File: src/rtl/xcr_pkg.sv
`timescale 1ns / 1ps

package xcr_pkg;

   localparam int FRAME_BYTES_DEF = 133;
   localparam int CRC_BYTES_DEF   = 130;

   localparam logic [7:0] SESSION_RETRIES_RST  = 8'd255;
   localparam logic [7:0] RESUME_RETRIES_RST   = 8'd200;
   localparam logic [7:0] RESPONSE_RETRIES_RST = 8'd100;

   localparam logic [7:0] CH_C   = 8'h43;
   localparam logic [7:0] CH_ACK = 8'h06;
   localparam logic [7:0] CH_NAK = 8'h15;
   localparam logic [7:0] CH_EOT = 8'h04;
   localparam logic [7:0] CH_CAN = 8'h18;

   localparam logic [15:0] CRC_POLY = 16'h1021;

   localparam logic [1:0] FUNC_BYTE    = 2'd0;
   localparam logic [1:0] FUNC_GAP     = 2'd1;
   localparam logic [1:0] FUNC_TIMEOUT = 2'd2;
   localparam logic [1:0] FUNC_START   = 2'd3;

   localparam logic [1:0] CSR_SESSION_RETRIES  = 2'd0;
   localparam logic [1:0] CSR_RESUME_RETRIES   = 2'd1;
   localparam logic [1:0] CSR_RESPONSE_RETRIES = 2'd2;

   typedef enum logic [1:0] {
      OP_BYTE,
      OP_GAP,
      OP_TIMEOUT,
      OP_START
   } op_type;

   typedef struct packed {
      logic [1:0] func;
      logic [7:0] rx_byte;
   } req_type;

   typedef struct packed {
      logic       tx_valid;
      logic [7:0] tx_byte;
      logic       payload_valid;
      logic [6:0] payload_pos;
      logic [7:0] payload_byte;
      logic       packet_ok;
      logic       packet_bad;
      logic       finished;
      logic       eot_ok;
   } rsp_type;

   typedef struct packed {
      op_type     op;
      logic [7:0] rx_byte;
   } item_type;

   typedef struct packed {
      logic [7:0] session_retries;
      logic [7:0] resume_retries;
      logic [7:0] response_retries;
   } cfg_type;

   function automatic logic [15:0] crc_byte(input logic [15:0] crc, input logic [7:0] b);
      logic [15:0] c;
      c = crc ^ {b, 8'h00};
      for (int i = 0; i < 8; i++) begin
         if (c[15]) begin
            c = {c[14:0], 1'b0} ^ CRC_POLY;
         end else begin
            c = {c[14:0], 1'b0};
         end
      end
      return c;
   endfunction

endpackage

File: src/rtl/xcr_front.sv
`timescale 1ns / 1ps

module xcr_front (
   input  logic               clock,
   input  logic               reset,
   input  logic               req_push,
   output logic               req_full,
   input  xcr_pkg::req_type   req_data,
   output logic               item_valid,
   input  logic               item_take,
   output xcr_pkg::item_type  item_data
);

   xcr_pkg::item_type mem_ff [2];
   logic [1:0]        count_ff, count_in;
   logic              wr_ptr_ff, rd_ptr_ff;
   logic              push, pop;
   xcr_pkg::item_type classified;

   always_comb begin
      classified.rx_byte = req_data.rx_byte;
      unique case (req_data.func)
         xcr_pkg::FUNC_BYTE:    classified.op = xcr_pkg::OP_BYTE;
         xcr_pkg::FUNC_GAP:     classified.op = xcr_pkg::OP_GAP;
         xcr_pkg::FUNC_TIMEOUT: classified.op = xcr_pkg::OP_TIMEOUT;
         default:               classified.op = xcr_pkg::OP_START;
      endcase
   end

   assign req_full   = (count_ff == 2'd2);
   assign item_valid = (count_ff != 2'd0);
   assign item_data  = mem_ff[rd_ptr_ff];
   assign push       = req_push && !req_full;
   assign pop        = item_valid && item_take;

   always_comb begin
      count_in = count_ff;
      if (push && !pop) begin
         count_in = count_ff + 2'd1;
      end else if (pop && !push) begin
         count_in = count_ff - 2'd1;
      end
   end

   always_ff @(posedge clock) begin
      if (reset) begin
         count_ff  <= '0;
         wr_ptr_ff <= 1'b0;
         rd_ptr_ff <= 1'b0;
      end else begin
         count_ff <= count_in;
         if (push) begin
            wr_ptr_ff <= !wr_ptr_ff;
         end
         if (pop) begin
            rd_ptr_ff <= !rd_ptr_ff;
         end
      end
   end

   always_ff @(posedge clock) begin
      if (push) begin
         mem_ff[wr_ptr_ff] <= classified;
      end
   end

endmodule

File: src/rtl/xcr_back.sv
`timescale 1ns / 1ps

module xcr_back #(
   parameter int FRAME_BYTES = xcr_pkg::FRAME_BYTES_DEF,
   parameter int CRC_BYTES   = xcr_pkg::CRC_BYTES_DEF
) (
   input  logic               clock,
   input  logic               reset,
   input  xcr_pkg::cfg_type   cfg,
   input  logic               item_valid,
   output logic               item_take,
   input  xcr_pkg::item_type  item_data,
   output logic               rsp_empty,
   input  logic               rsp_pop,
   output xcr_pkg::rsp_type   rsp_data
);

   localparam int FC_W = $clog2(FRAME_BYTES + 1);

   logic             active_ff, active_in;
   logic             started_ff, started_in;
   logic [7:0]       expected_ff, expected_in;
   logic [7:0]       last_cmd_ff, last_cmd_in;
   logic [FC_W-1:0]  fc_ff, fc_in;
   logic [7:0]       hdr_ff, hdr_in;
   logic [7:0]       num_ff, num_in;
   logic [7:0]       inv_ff, inv_in;
   logic [15:0]      crc_ff, crc_in;
   logic [7:0]       session_ff, session_in;
   logic [7:0]       reply_ff, reply_in;

   xcr_pkg::rsp_type res;
   xcr_pkg::rsp_type mem_ff [2];
   logic [1:0]       count_ff, count_in;
   logic             wr_ptr_ff, rd_ptr_ff;
   logic             pop;

   logic [7:0]       reply_reload;

   assign reply_reload = (cfg.response_retries != 8'd0) ?
                         cfg.response_retries - 8'd1 : 8'd0;

   always_comb begin
      logic       do_end;
      logic [7:0] cmd;
      logic [7:0] sl;
      active_in   = active_ff;
      started_in  = started_ff;
      expected_in = expected_ff;
      last_cmd_in = last_cmd_ff;
      fc_in       = fc_ff;
      hdr_in      = hdr_ff;
      num_in      = num_ff;
      inv_in      = inv_ff;
      crc_in      = crc_ff;
      session_in  = session_ff;
      reply_in    = reply_ff;
      res         = '0;
      do_end      = 1'b0;
      cmd         = xcr_pkg::CH_NAK;
      sl          = session_ff;

      priority if (item_data.op == xcr_pkg::OP_START) begin
         active_in   = 1'b1;
         started_in  = 1'b0;
         expected_in = 8'd1;
         session_in  = cfg.session_retries;
         fc_in       = '0;
         hdr_in      = '0;
         num_in      = '0;
         inv_in      = '0;
         crc_in      = '0;
         last_cmd_in = xcr_pkg::CH_C;
         reply_in    = reply_reload;
         res.tx_valid = 1'b1;
         res.tx_byte  = xcr_pkg::CH_C;
      end else if (!active_ff) begin
         res = '0;
      end else if (item_data.op == xcr_pkg::OP_BYTE) begin
         if (32'(fc_ff) < 32'(FRAME_BYTES)) begin
            priority if (fc_ff == FC_W'(0)) begin
               hdr_in = item_data.rx_byte;
            end else if (fc_ff == FC_W'(1)) begin
               num_in = item_data.rx_byte;
            end else if (fc_ff == FC_W'(2)) begin
               inv_in = item_data.rx_byte;
            end else begin
               if (32'(fc_ff) < 32'(CRC_BYTES + 3)) begin
                  crc_in = xcr_pkg::crc_byte(crc_ff, item_data.rx_byte);
               end
               if (32'(fc_ff) < 32'(CRC_BYTES + 1)) begin
                  res.payload_valid = 1'b1;
                  res.payload_pos   = 7'(fc_ff - FC_W'(3));
                  res.payload_byte  = item_data.rx_byte;
               end
            end
            fc_in = fc_ff + FC_W'(1);
         end
      end else if (fc_ff != '0) begin
         do_end = 1'b1;
      end else begin
         if (item_data.op == xcr_pkg::OP_TIMEOUT) begin
            if (reply_ff != 8'd0) begin
               reply_in     = reply_ff - 8'd1;
               res.tx_valid = 1'b1;
               res.tx_byte  = last_cmd_ff;
            end else begin
               do_end = 1'b1;
            end
         end
      end

      if (do_end) begin
         if (32'(fc_ff) == 32'(FRAME_BYTES)) begin
            if (num_ff == expected_ff && inv_ff == ~expected_ff) begin
               started_in = 1'b1;
               sl         = cfg.resume_retries;
               if (crc_ff == 16'd0) begin
                  expected_in   = expected_ff + 8'd1;
                  cmd           = xcr_pkg::CH_ACK;
                  res.packet_ok = 1'b1;
               end
            end
         end else if (!started_ff) begin
            cmd         = xcr_pkg::CH_C;
            expected_in = 8'd1;
            if (sl != 8'd0) begin
               sl = sl - 8'd1;
            end
         end else begin
            if (sl != 8'd0) begin
               sl = sl - 8'd1;
            end
         end
         session_in = sl;
         fc_in      = '0;
         hdr_in     = '0;
         num_in     = '0;
         inv_in     = '0;
         crc_in     = '0;
         res.tx_valid = 1'b1;
         if (hdr_ff == xcr_pkg::CH_EOT || hdr_ff == xcr_pkg::CH_CAN || sl == 8'd0) begin
            active_in    = 1'b0;
            res.tx_byte  = xcr_pkg::CH_ACK;
            res.finished = 1'b1;
            res.eot_ok   = (hdr_ff == xcr_pkg::CH_EOT);
         end else begin
            res.packet_bad = (cmd == xcr_pkg::CH_NAK);
            res.tx_byte    = cmd;
            last_cmd_in    = cmd;
            reply_in       = reply_reload;
         end
      end
   end

   assign item_take = item_valid && (count_ff != 2'd2);
   assign rsp_empty = (count_ff == 2'd0);
   assign rsp_data  = mem_ff[rd_ptr_ff];
   assign pop       = rsp_pop && !rsp_empty;

   always_comb begin
      count_in = count_ff;
      if (item_take && !pop) begin
         count_in = count_ff + 2'd1;
      end else if (pop && !item_take) begin
         count_in = count_ff - 2'd1;
      end
   end

   always_ff @(posedge clock) begin
      if (reset) begin
         active_ff   <= 1'b0;
         started_ff  <= 1'b0;
         expected_ff <= 8'd1;
         last_cmd_ff <= xcr_pkg::CH_C;
         fc_ff       <= '0;
         hdr_ff      <= '0;
         num_ff      <= '0;
         inv_ff      <= '0;
         crc_ff      <= '0;
         session_ff  <= xcr_pkg::SESSION_RETRIES_RST;
         reply_ff    <= xcr_pkg::RESPONSE_RETRIES_RST;
         count_ff    <= '0;
         wr_ptr_ff   <= 1'b0;
         rd_ptr_ff   <= 1'b0;
      end else begin
         count_ff <= count_in;
         if (pop) begin
            rd_ptr_ff <= !rd_ptr_ff;
         end
         if (item_take) begin
            wr_ptr_ff   <= !wr_ptr_ff;
            active_ff   <= active_in;
            started_ff  <= started_in;
            expected_ff <= expected_in;
            last_cmd_ff <= last_cmd_in;
            fc_ff       <= fc_in;
            hdr_ff      <= hdr_in;
            num_ff      <= num_in;
            inv_ff      <= inv_in;
            crc_ff      <= crc_in;
            session_ff  <= session_in;
            reply_ff    <= reply_in;
         end
      end
   end

   always_ff @(posedge clock) begin
      if (item_take) begin
         mem_ff[wr_ptr_ff] <= res;
      end
   end

endmodule

File: src/rtl/xmodem_crc_receiver.sv
`timescale 1ns / 1ps

// XMODEM-CRC receiver.
// Input channel: req_push / req_full with req_data {func, rx_byte}. func picks
// a received byte, an inter-byte gap, a reply timeout or a session start.
// Result channel: rsp_empty / rsp_pop with rsp_data; every input item gives
// exactly one result item, in order: a byte to send ('C', ACK, NAK), a data
// byte with its frame position, and packet_ok / packet_bad / finished flags.
// Config channel: csr_valid / csr_ready (always ready), csr_index 0..2 selects
// session, resume and response retry limits; write only while idle.
// Order: an accepted item is written into the front queue; the frame engine
// takes it from there when the result queue has room and writes its result
// into the result queue, from which it can be popped.
// Throughput: one item per cycle while the result queue has room; the frame
// engine folds each data and CRC byte into the CRC-16 as it arrives.
// Reset clears both queues, ends any session and restores the register
// defaults (255, 200, 100). When the result side stalls, the two-entry
// result queue fills, the engine stops, the front queue fills and req_full
// rises; nothing is dropped.
module xmodem_crc_receiver #(
   parameter int FRAME_BYTES = xcr_pkg::FRAME_BYTES_DEF,
   parameter int CRC_BYTES   = xcr_pkg::CRC_BYTES_DEF
) (
   input  logic              clock,
   input  logic              reset,
   input  logic              req_push,
   output logic              req_full,
   input  xcr_pkg::req_type  req_data,
   output logic              rsp_empty,
   input  logic              rsp_pop,
   output xcr_pkg::rsp_type  rsp_data,
   input  logic              csr_valid,
   output logic              csr_ready,
   input  logic [1:0]        csr_index,
   input  logic [7:0]        csr_data
);

   xcr_pkg::cfg_type  cfg_ff;
   logic              item_valid;
   logic              item_take;
   xcr_pkg::item_type item_data;

   assign csr_ready = 1'b1;

   always_ff @(posedge clock) begin
      if (reset) begin
         cfg_ff.session_retries  <= xcr_pkg::SESSION_RETRIES_RST;
         cfg_ff.resume_retries   <= xcr_pkg::RESUME_RETRIES_RST;
         cfg_ff.response_retries <= xcr_pkg::RESPONSE_RETRIES_RST;
      end else if (csr_valid && csr_ready) begin
         unique case (csr_index)
            xcr_pkg::CSR_SESSION_RETRIES:  cfg_ff.session_retries  <= csr_data;
            xcr_pkg::CSR_RESUME_RETRIES:   cfg_ff.resume_retries   <= csr_data;
            xcr_pkg::CSR_RESPONSE_RETRIES: cfg_ff.response_retries <= csr_data;
            default: ;
         endcase
      end
   end

   xcr_front u_front (
      .clock      (clock),
      .reset      (reset),
      .req_push   (req_push),
      .req_full   (req_full),
      .req_data   (req_data),
      .item_valid (item_valid),
      .item_take  (item_take),
      .item_data  (item_data)
   );

   xcr_back #(
      .FRAME_BYTES (FRAME_BYTES),
      .CRC_BYTES   (CRC_BYTES)
   ) u_back (
      .clock      (clock),
      .reset      (reset),
      .cfg        (cfg_ff),
      .item_valid (item_valid),
      .item_take  (item_take),
      .item_data  (item_data),
      .rsp_empty  (rsp_empty),
      .rsp_pop    (rsp_pop),
      .rsp_data   (rsp_data)
   );

   a_reset_empty: assert property (@(posedge clock) reset |=> rsp_empty)
      else $error("result queue not empty after reset");

   a_finish_ack: assert property (@(posedge clock) disable iff (reset)
      (!rsp_empty && rsp_data.finished) |->
         (rsp_data.tx_valid && rsp_data.tx_byte == xcr_pkg::CH_ACK))
      else $error("finished without final ACK");

   a_ok_ack: assert property (@(posedge clock) disable iff (reset)
      (!rsp_empty && rsp_data.packet_ok) |->
         (rsp_data.tx_valid && rsp_data.tx_byte == xcr_pkg::CH_ACK && !rsp_data.packet_bad))
      else $error("packet_ok without ACK");

   a_payload_quiet: assert property (@(posedge clock) disable iff (reset)
      (!rsp_empty && rsp_data.payload_valid) |->
         (!rsp_data.tx_valid && !rsp_data.finished && !rsp_data.packet_ok))
      else $error("data byte result carries frame-end fields");

   a_take_room: assert property (@(posedge clock) disable iff (reset)
      (item_take && rsp_empty) |=> !rsp_empty)
      else $error("engine result lost");

endmodule

File: config.mk
export PLATFORM = sky130hd
export DESIGN_NAME = xmodem_crc_receiver
export DESIGN_NICKNAME = d
export VERILOG_FILES = /design/src/rtl/xcr_pkg.sv /design/src/rtl/xcr_front.sv /design/src/rtl/xcr_back.sv /design/src/rtl/xmodem_crc_receiver.sv
export SDC_FILE = /design/constraint.sdc
export NUM_CORES = 1
export LEC_CHECK = 0
export BUFFER_PORTS_ARGS = -buffer_cell sky130_fd_sc_hd__buf_2
export CORE_ASPECT_RATIO = 0.9
export CORE_MARGIN = 4
export CORE_UTILIZATION = 45
export DETAILED_ROUTE_END_ITERATION = 6
export HOLD_SLACK_MARGIN = 0.05
export PLACE_DENSITY = 0.7
export SYNTH_ARGS = -nofsm -noshare
export SYNTH_HDL_FRONTEND = slang
export SYNTH_SLANG_ARGS = --single-unit
File: constraint.sdc
create_clock -name clock -period 6.4 [get_ports clock]
set_clock_uncertainty 0.15 [all_clocks]
set_input_delay 0.96 -clock clock [delete_from_list [all_inputs] [get_ports clock]]
set_output_delay 0.96 -clock clock [all_outputs]
set_load 0.02 [all_outputs]
# Word-level counts from Yosys, hierarchy flattened
# Memory sizes are Yosys's and may differ from the RTL's. A register that Yosys moved wholly into a read port is not among the register bits.
# Index checks and enable logic that the tools add are counted.
totals:
  input_bits: 25
  mem_count: 2
  mem_bits_rw: 78
  out_inout_bits: 32
  regBits: 114
  word_cells: 281
memory_table:
  columns: ["name", "words", "width", "read_ports", "rd_clocked_by_memory_dff", "write_ports", "line", "text"]
  rows:
  - ["u_back.mem_ff", 2, 29, 1, 1, 1, "xcr_back.sv:33", "xcr_pkg::rsp_type mem_ff [2];"]
  - ["u_front.mem_ff", 2, 10, 1, 1, 1, "xcr_front.sv:14", "xcr_pkg::item_type mem_ff [2];"]
classes:
  eq_ne: 19
  mux: 167
  magnitude_cmp: 2
  n_reduce_logical: 51
  add_sub_neg: 10
  bitwise_logic: 10
op_table:
  columns: ["operator", "count"]
  rows:
  - ["2-to-1 mux 16 bit", 63]
  - ["2-to-1 mux 8 bit", 54]
  - ["2-to-1 mux 13 bit", 8]
  - ["2-to-1 mux 9 bit", 6]
  - ["nonzero test 8 bit", 4]
  - ["2-to-1 mux 1 bit", 25]
  - ["2-to-1 mux 25 bit", 1]
  - ["inverter 3 bit", 8]
  - ["subtractor 8 x 1 -> 8 bit, second input constant", 3]
  - ["2-to-1 mux 20 bit", 1]
  - ["nonzero test 3 bit", 6]
  - ["adder 8 x 1 -> 8 bit, second input constant", 2]
  - ["== test 8 x 5 -> 1 bit, second input constant", 2]
  - ["== test 8 bit", 2]
  - ["logical NOT 16 bit", 1]
  - ["logical NOT 8 bit", 2]
  - ["less-than comparator 8 bit, second input constant", 2]
  - ["XOR 16 bit", 1]
  - ["AND reduction 7 bit", 2]
  - ["== test 2 bit, second input constant", 5]
  - ["logical NOT 1 bit", 10]
  - ["2-to-1 mux 2 bit", 5]
  - ["logical AND 1 bit", 9]
  - ["!= test 3 x 2 -> 1 bit, second input constant", 3]
  - ["other kinds (21)", 34]

# Logic depth before layout (Yosys ltp)
logic_depth:
  ltp_word: 74
  depth_mapped: 14
  mapped_depth_nobuf: 12

# Hierarchy
# From an unflattened synthesis, not the netlist that was laid out.
hier_totals:
  cells_unflattened: 935
  hier_area_um2: 9360.2
by_module_without_submodules:
  columns: ["mod", "cells_per_inst", "seq_area_each_um2", "area_per_inst_um2", "instances"]
  rows:
  - ["xcr_back", 777, 3483.3, 7418.4, 1]
  - ["xmodem_crc_receiver", 100, 480.5, 996.0, 1]
  - ["xcr_front", 58, 700.7, 945.9, 1]

# Least setup slack after synthesis
# Ideal clock, no wire load.
synth_path:
  path_type: "flip-flop to flip-flop"
  startpoint: "reg u_back.fc_ff[3]"
  endpoint: "reg u_back.reply_ff[3]"
  n_path_buf: 2
  stages_incl_launch_ff: 13
  path_slack_ns: 3.153
  required_ns: 6.159
  setup_time_ns: 0.091
  t_arrival_ns: 3.006
  period_less_slack_ns: 3.247
  cell_sequence: "dfxtp_1 -> buf_2 -> or4_4 -> or2_1 -> buf_2 -> nand2_1 -> o21ai_0 -> a221o_1 -> nor4_2 -> a21oi_2 -> a21o_4 -> or3_1 -> a311oi_1"
synth_between:
  elab_chain_len: 7
  word_cells_on_any_way: 16
  classes_between: "1 x eq/ne; 12 x mux; 3 x reduce/logical"
synth_rtl:
  columns: ["item", "line", "text"]
  rows:
  - ["start, declared", "xcr_back.sv:24", "logic [FC_W-1:0] fc_ff, fc_in;"]
  - ["start signal, assigned", "xcr_back.sv:197", "fc_ff <= fc_in;"]
  - ["== test 8 bit / nonzero test 8 bit (equally long branches)", "xcr_back.sv:114, xcr_back.sv:99", null]
  - ["2-to-1 mux 8 bit, on equally long branches", "xcr_back.sv:114, xcr_back.sv:99", null]
  - ["2-to-1 mux 8 bit, on equally long branches", "xcr_back.sv:113, xcr_back.sv:79", null]
  - ["logical NOT 8 bit / 2-to-1 mux 8 bit (equally long branches)", "xcr_back.sv:142, xcr_back.sv:77", null]
  - ["logical OR 1 bit / 2-to-1 mux 8 bit (equally long branches)", "xcr_back.sv:142, xcr_back.sv:63", null]
  - ["2-to-1 mux 8 bit", "xcr_back.sv:142", "if (hdr_ff == xcr_pkg::CH_EOT || hdr_ff == xcr_pkg::CH_CAN || sl == 8'd0) begin"]
  - ["2-to-1 mux 8 bit (*)", "xcr_back.sv:113", "if (do_end) begin"]
  - ["end signal, assigned", "xcr_back.sv:182", "reply_ff <= xcr_pkg::RESPONSE_RETRIES_RST;"]
  - ["end signal, assigned", "xcr_back.sv:203", "reply_ff <= reply_in;"]
  - ["end, declared", "xcr_back.sv:30", "logic [7:0] reply_ff, reply_in;"]
# Mark *: on every way between the ends. The rest lies on a longest branch, timed or not. The select of a mux whose other input is x is not followed.
# A chain may end at the register's enable or synchronous reset.

==> metrics.txt <==
ANT nets after route=0; Max Cap Viol=0; most frequent cell on the critical path=nor2_1; Ys Warns=0; Slowest cell on crit path=a21oi_1; Die ar.=22620 sq um; port bufs=55; clock sinks=194; First-pass DRT Iterations=7; share of cells above drive strength 1=15.18%; period utilisation layout=70.47%; Synth area leader=edfxtp_1; Worst Path Buf+Inv=0; Initial Utilization=45.79%; hold violation total from the final report=0; H-tree depth=4; Congestion Overflow GR=0; ranking of synthesized cells by area=edfxtp_1 26%, dfxtp_1 25%, mux2_2 4.9%; Setup CP Type=reg2reg; Post-CTS Hold Fix Bufs=0; WL/cell=16.97 microns; Die H=143.1 microns; # nets final=979; CP Data Arrival Time=4.66 ns; Inserted Clock Buffers=17; max-slew violations=0; CP endpoint kind=flop; commonest non-fill, non-tap cell in the layout=dfxtp_1; TNS Setup=0 ns; Main synth FF type=dfxtp_1; power per cell area=383.4 nW/um^2; Clock Pin Slew Worst Setup and Hold Paths=0.07 ns; GRT Total Usage=18.84%; CP max FO=16; pin count of the biggest net entering global routing=69; # rows=49; GP Congestion=0.8598; HP Class=reg2reg; clk root buf=clkbuf_16; CORE AREA=19930 sq um; ys async rst share=0%; Synth Cell Area=9124 sq um; commonest non-fill, non-tap cells in the layout=116 x dfxtp_1, 110 x nor2_1, 78 x edfxtp_1; VDD IR max=0.2078 mV; Post-Syn Nets=945; Synth top area share=25.67%; post-cts gate resize count=0; dpl cells=1178; drt drc=10; n_diodes=0; vias in the first global route=6509; synth-to-layout area growth=11.57%; Cell Chain, Critical Path=a32oi_1 -> nor3_1 -> nor2_1 -> nor2_1 -> o21ai_0 -> a21oi_1 -> a21oi_1 -> a22oi_1 -> nor2_1; status=finished, violations left; largest stage delay on the critical path=0.74 ns; RSZ-0062 raised after global routing=no; Final Critical Period=4.510 ns; Die X=158.1 microns; Layout Cells excl Fill=1210; Worst-Margin Slew=1.246 ns; io pins=57; clk buf depth=2; Avg Cell Area, Syn=10.05 sq um; vias per cell=5.645; clock insertion delay at the later pin of the skew report=0.44 ns; post-DP HPWL=14170 microns; Leak=3.735 nW; sequential share of the synthesized area=51.12%; worst path required time=6.54 ns; Synth cell types=61; CTS tree=done; first-pass GRT wire length=33890 microns; Initial DRC Count=653; failing checks=design-rule violations; f_max=0.2217 GHz; FF+latch count, synth=194; hold slack final=0.3060 ns; Post-CTS Setup Bufs=0; Post-synth EDFFs=78; Slew HR=16.73%; initial antenna violation count=0; PnR worst setup slack=1.890 ns; startpoint class of the critical path=flop; DR vias=6830; final WL=20540 microns; Top delay family on crit path=compound AO/OA/AOI/OAI gates; Post-Place Worst Slack=1.934 ns; Final Setup Violations=0; Mapped Cells=908
layout make-up:
class	count	area [sq um]
Fill cell	1822	9746
Tap cell	255	319.1
Inverter	19	71.32
Clock inverter	12	148.9
Sequential cell	194	4664
Multi-Input combinational cell	648	4209
Timing Repair Buffer	62	330.3
Clock buffer	20	436.7
path summary, 6_finish.rpt:
kind / end / cells after the start / from / slack (ns)
worst min-delay path: u_back.last_cmd_ff[5]$_SDFFE_PP0P_ / 1 / u_back.last_cmd_ff[5]$_SDFFE_PP0P_ / 0.31
worst max register to register: u_back.crc_ff[1]$_SDFFE_PP0P_ / 9 / flop / 1.89
worst max-delay path: u_back.crc_ff[1]$_SDFFE_PP0P_ / 9 / flop / 1.89
worst min register to register: u_back.last_cmd_ff[5]$_SDFFE_PP0P_ / 1 / u_back.last_cmd_ff[5]$_SDFFE_PP0P_ / 0.31
state kept, by name, indices dropped and copies added (netlist names), 2 cells and up, named ones only:
name	count
u_back.fc_ff	8
u_back.hdr_ff	8
u_back.num_ff	8
u_back.reply_ff	8
u_back.session_ff	8
u_back.count_ff	2
u_front.count_ff	2
cfg_ff	24
u_back.crc_ff	16
u_front.mem_ff	20
u_back.last_cmd_ff	8
u_back.expected_ff	8
u_back.mem_ff	58
u_back.inv_ff	8
Yosys cell counts, types with 5 or more instances:
master,number
and3_1,10
a21oi_1,56
nand2_1,66
and2_1,10
xnor2_1,24
nor4_1,9
dfxtp_1,116
nand2b_1,10
nand4_1,7
o22ai_1,6
nor3b_1,14
xor2_1,29
nand3_1,20
nor2_1,111
o211ai_1,7
a211o_1,12
edfxtp_1,78
and3b_1,5
clkbuf_1,37
o31ai_1,5
mux2_2,40
nand3b_1,15
nor2b_1,13
or4_1,7
mux2i_1,22
nor3_1,18
o21ai_0,33
ha_1,12
a22oi_1,29
buf_1,5
inv_1,18
or3_1,13
layer usage:
| metal | up-vias | share of wire [%] | GRT usage (%) | wire length, microns |
|---|---|---|---|---|
| li1 | 3339 | - | - | - |
| met4 | 0 | 1.5 | 6.239 | 312 |
| met2 | 187 | 42 | 27.56 | 8672 |
| met3 | 29 | 6.1 | 3.667 | 1253 |
| met5 | - | 0 | 0 | 0 |
| met1 | 3275 | 50 | 27.99 | 10300 |
worst register-to-register path: stages (launching register included):
cell and delay [ns]:
dfxtp_1 0.73, a32oi_1 0.32, nor3_1 0.45, nor2_1 0.09
nor2_1 0.70, o21ai_0 0.21, a21oi_1 0.74, a21oi_1 0.58
a22oi_1 0.35, nor2_1 0.06
kinds of logic after synthesis:
kind of cell               count (synthesis)  share of synthesized area (%)
AOI/OAI and AO/OA                        174                          12.26
xor gates and xnor gates                  53                          5.088
muxes                                     62                          7.350
buffers and inverters                     66                          2.839
other                                      1                        0.04110
DFF                                      194                          51.12
and+or+nand+nor                          346                          19.65
adders and majority gates                 12                          1.646
stage by stage:
step / total power [mW] / util (%) / area [sq um]
3_5_place_dp: 2.869 / 48.15 / 9594
6_report: 3.903 / 51.09 / 10180
4_1_cts: 3.933 / 51.09 / 10180
5_1_grt: 4.129 / 51.09 / 10180
3_3_place_gp: 2.849 / 48.15 / 9594
2_1_floorplan: 2.504 / - / 9124
power breakdown:
group | internal (mW) | switching [mW] | leakage, nW
Combinational | 0.435 | 0.755 | 1.78
Clock | 0.586 | 0.476 | 0.276
Sequential | 1.53 | 0.120 | 1.68
Total | 2.55 | 1.35 | 3.73
Power figures use the tool's default switching activity.
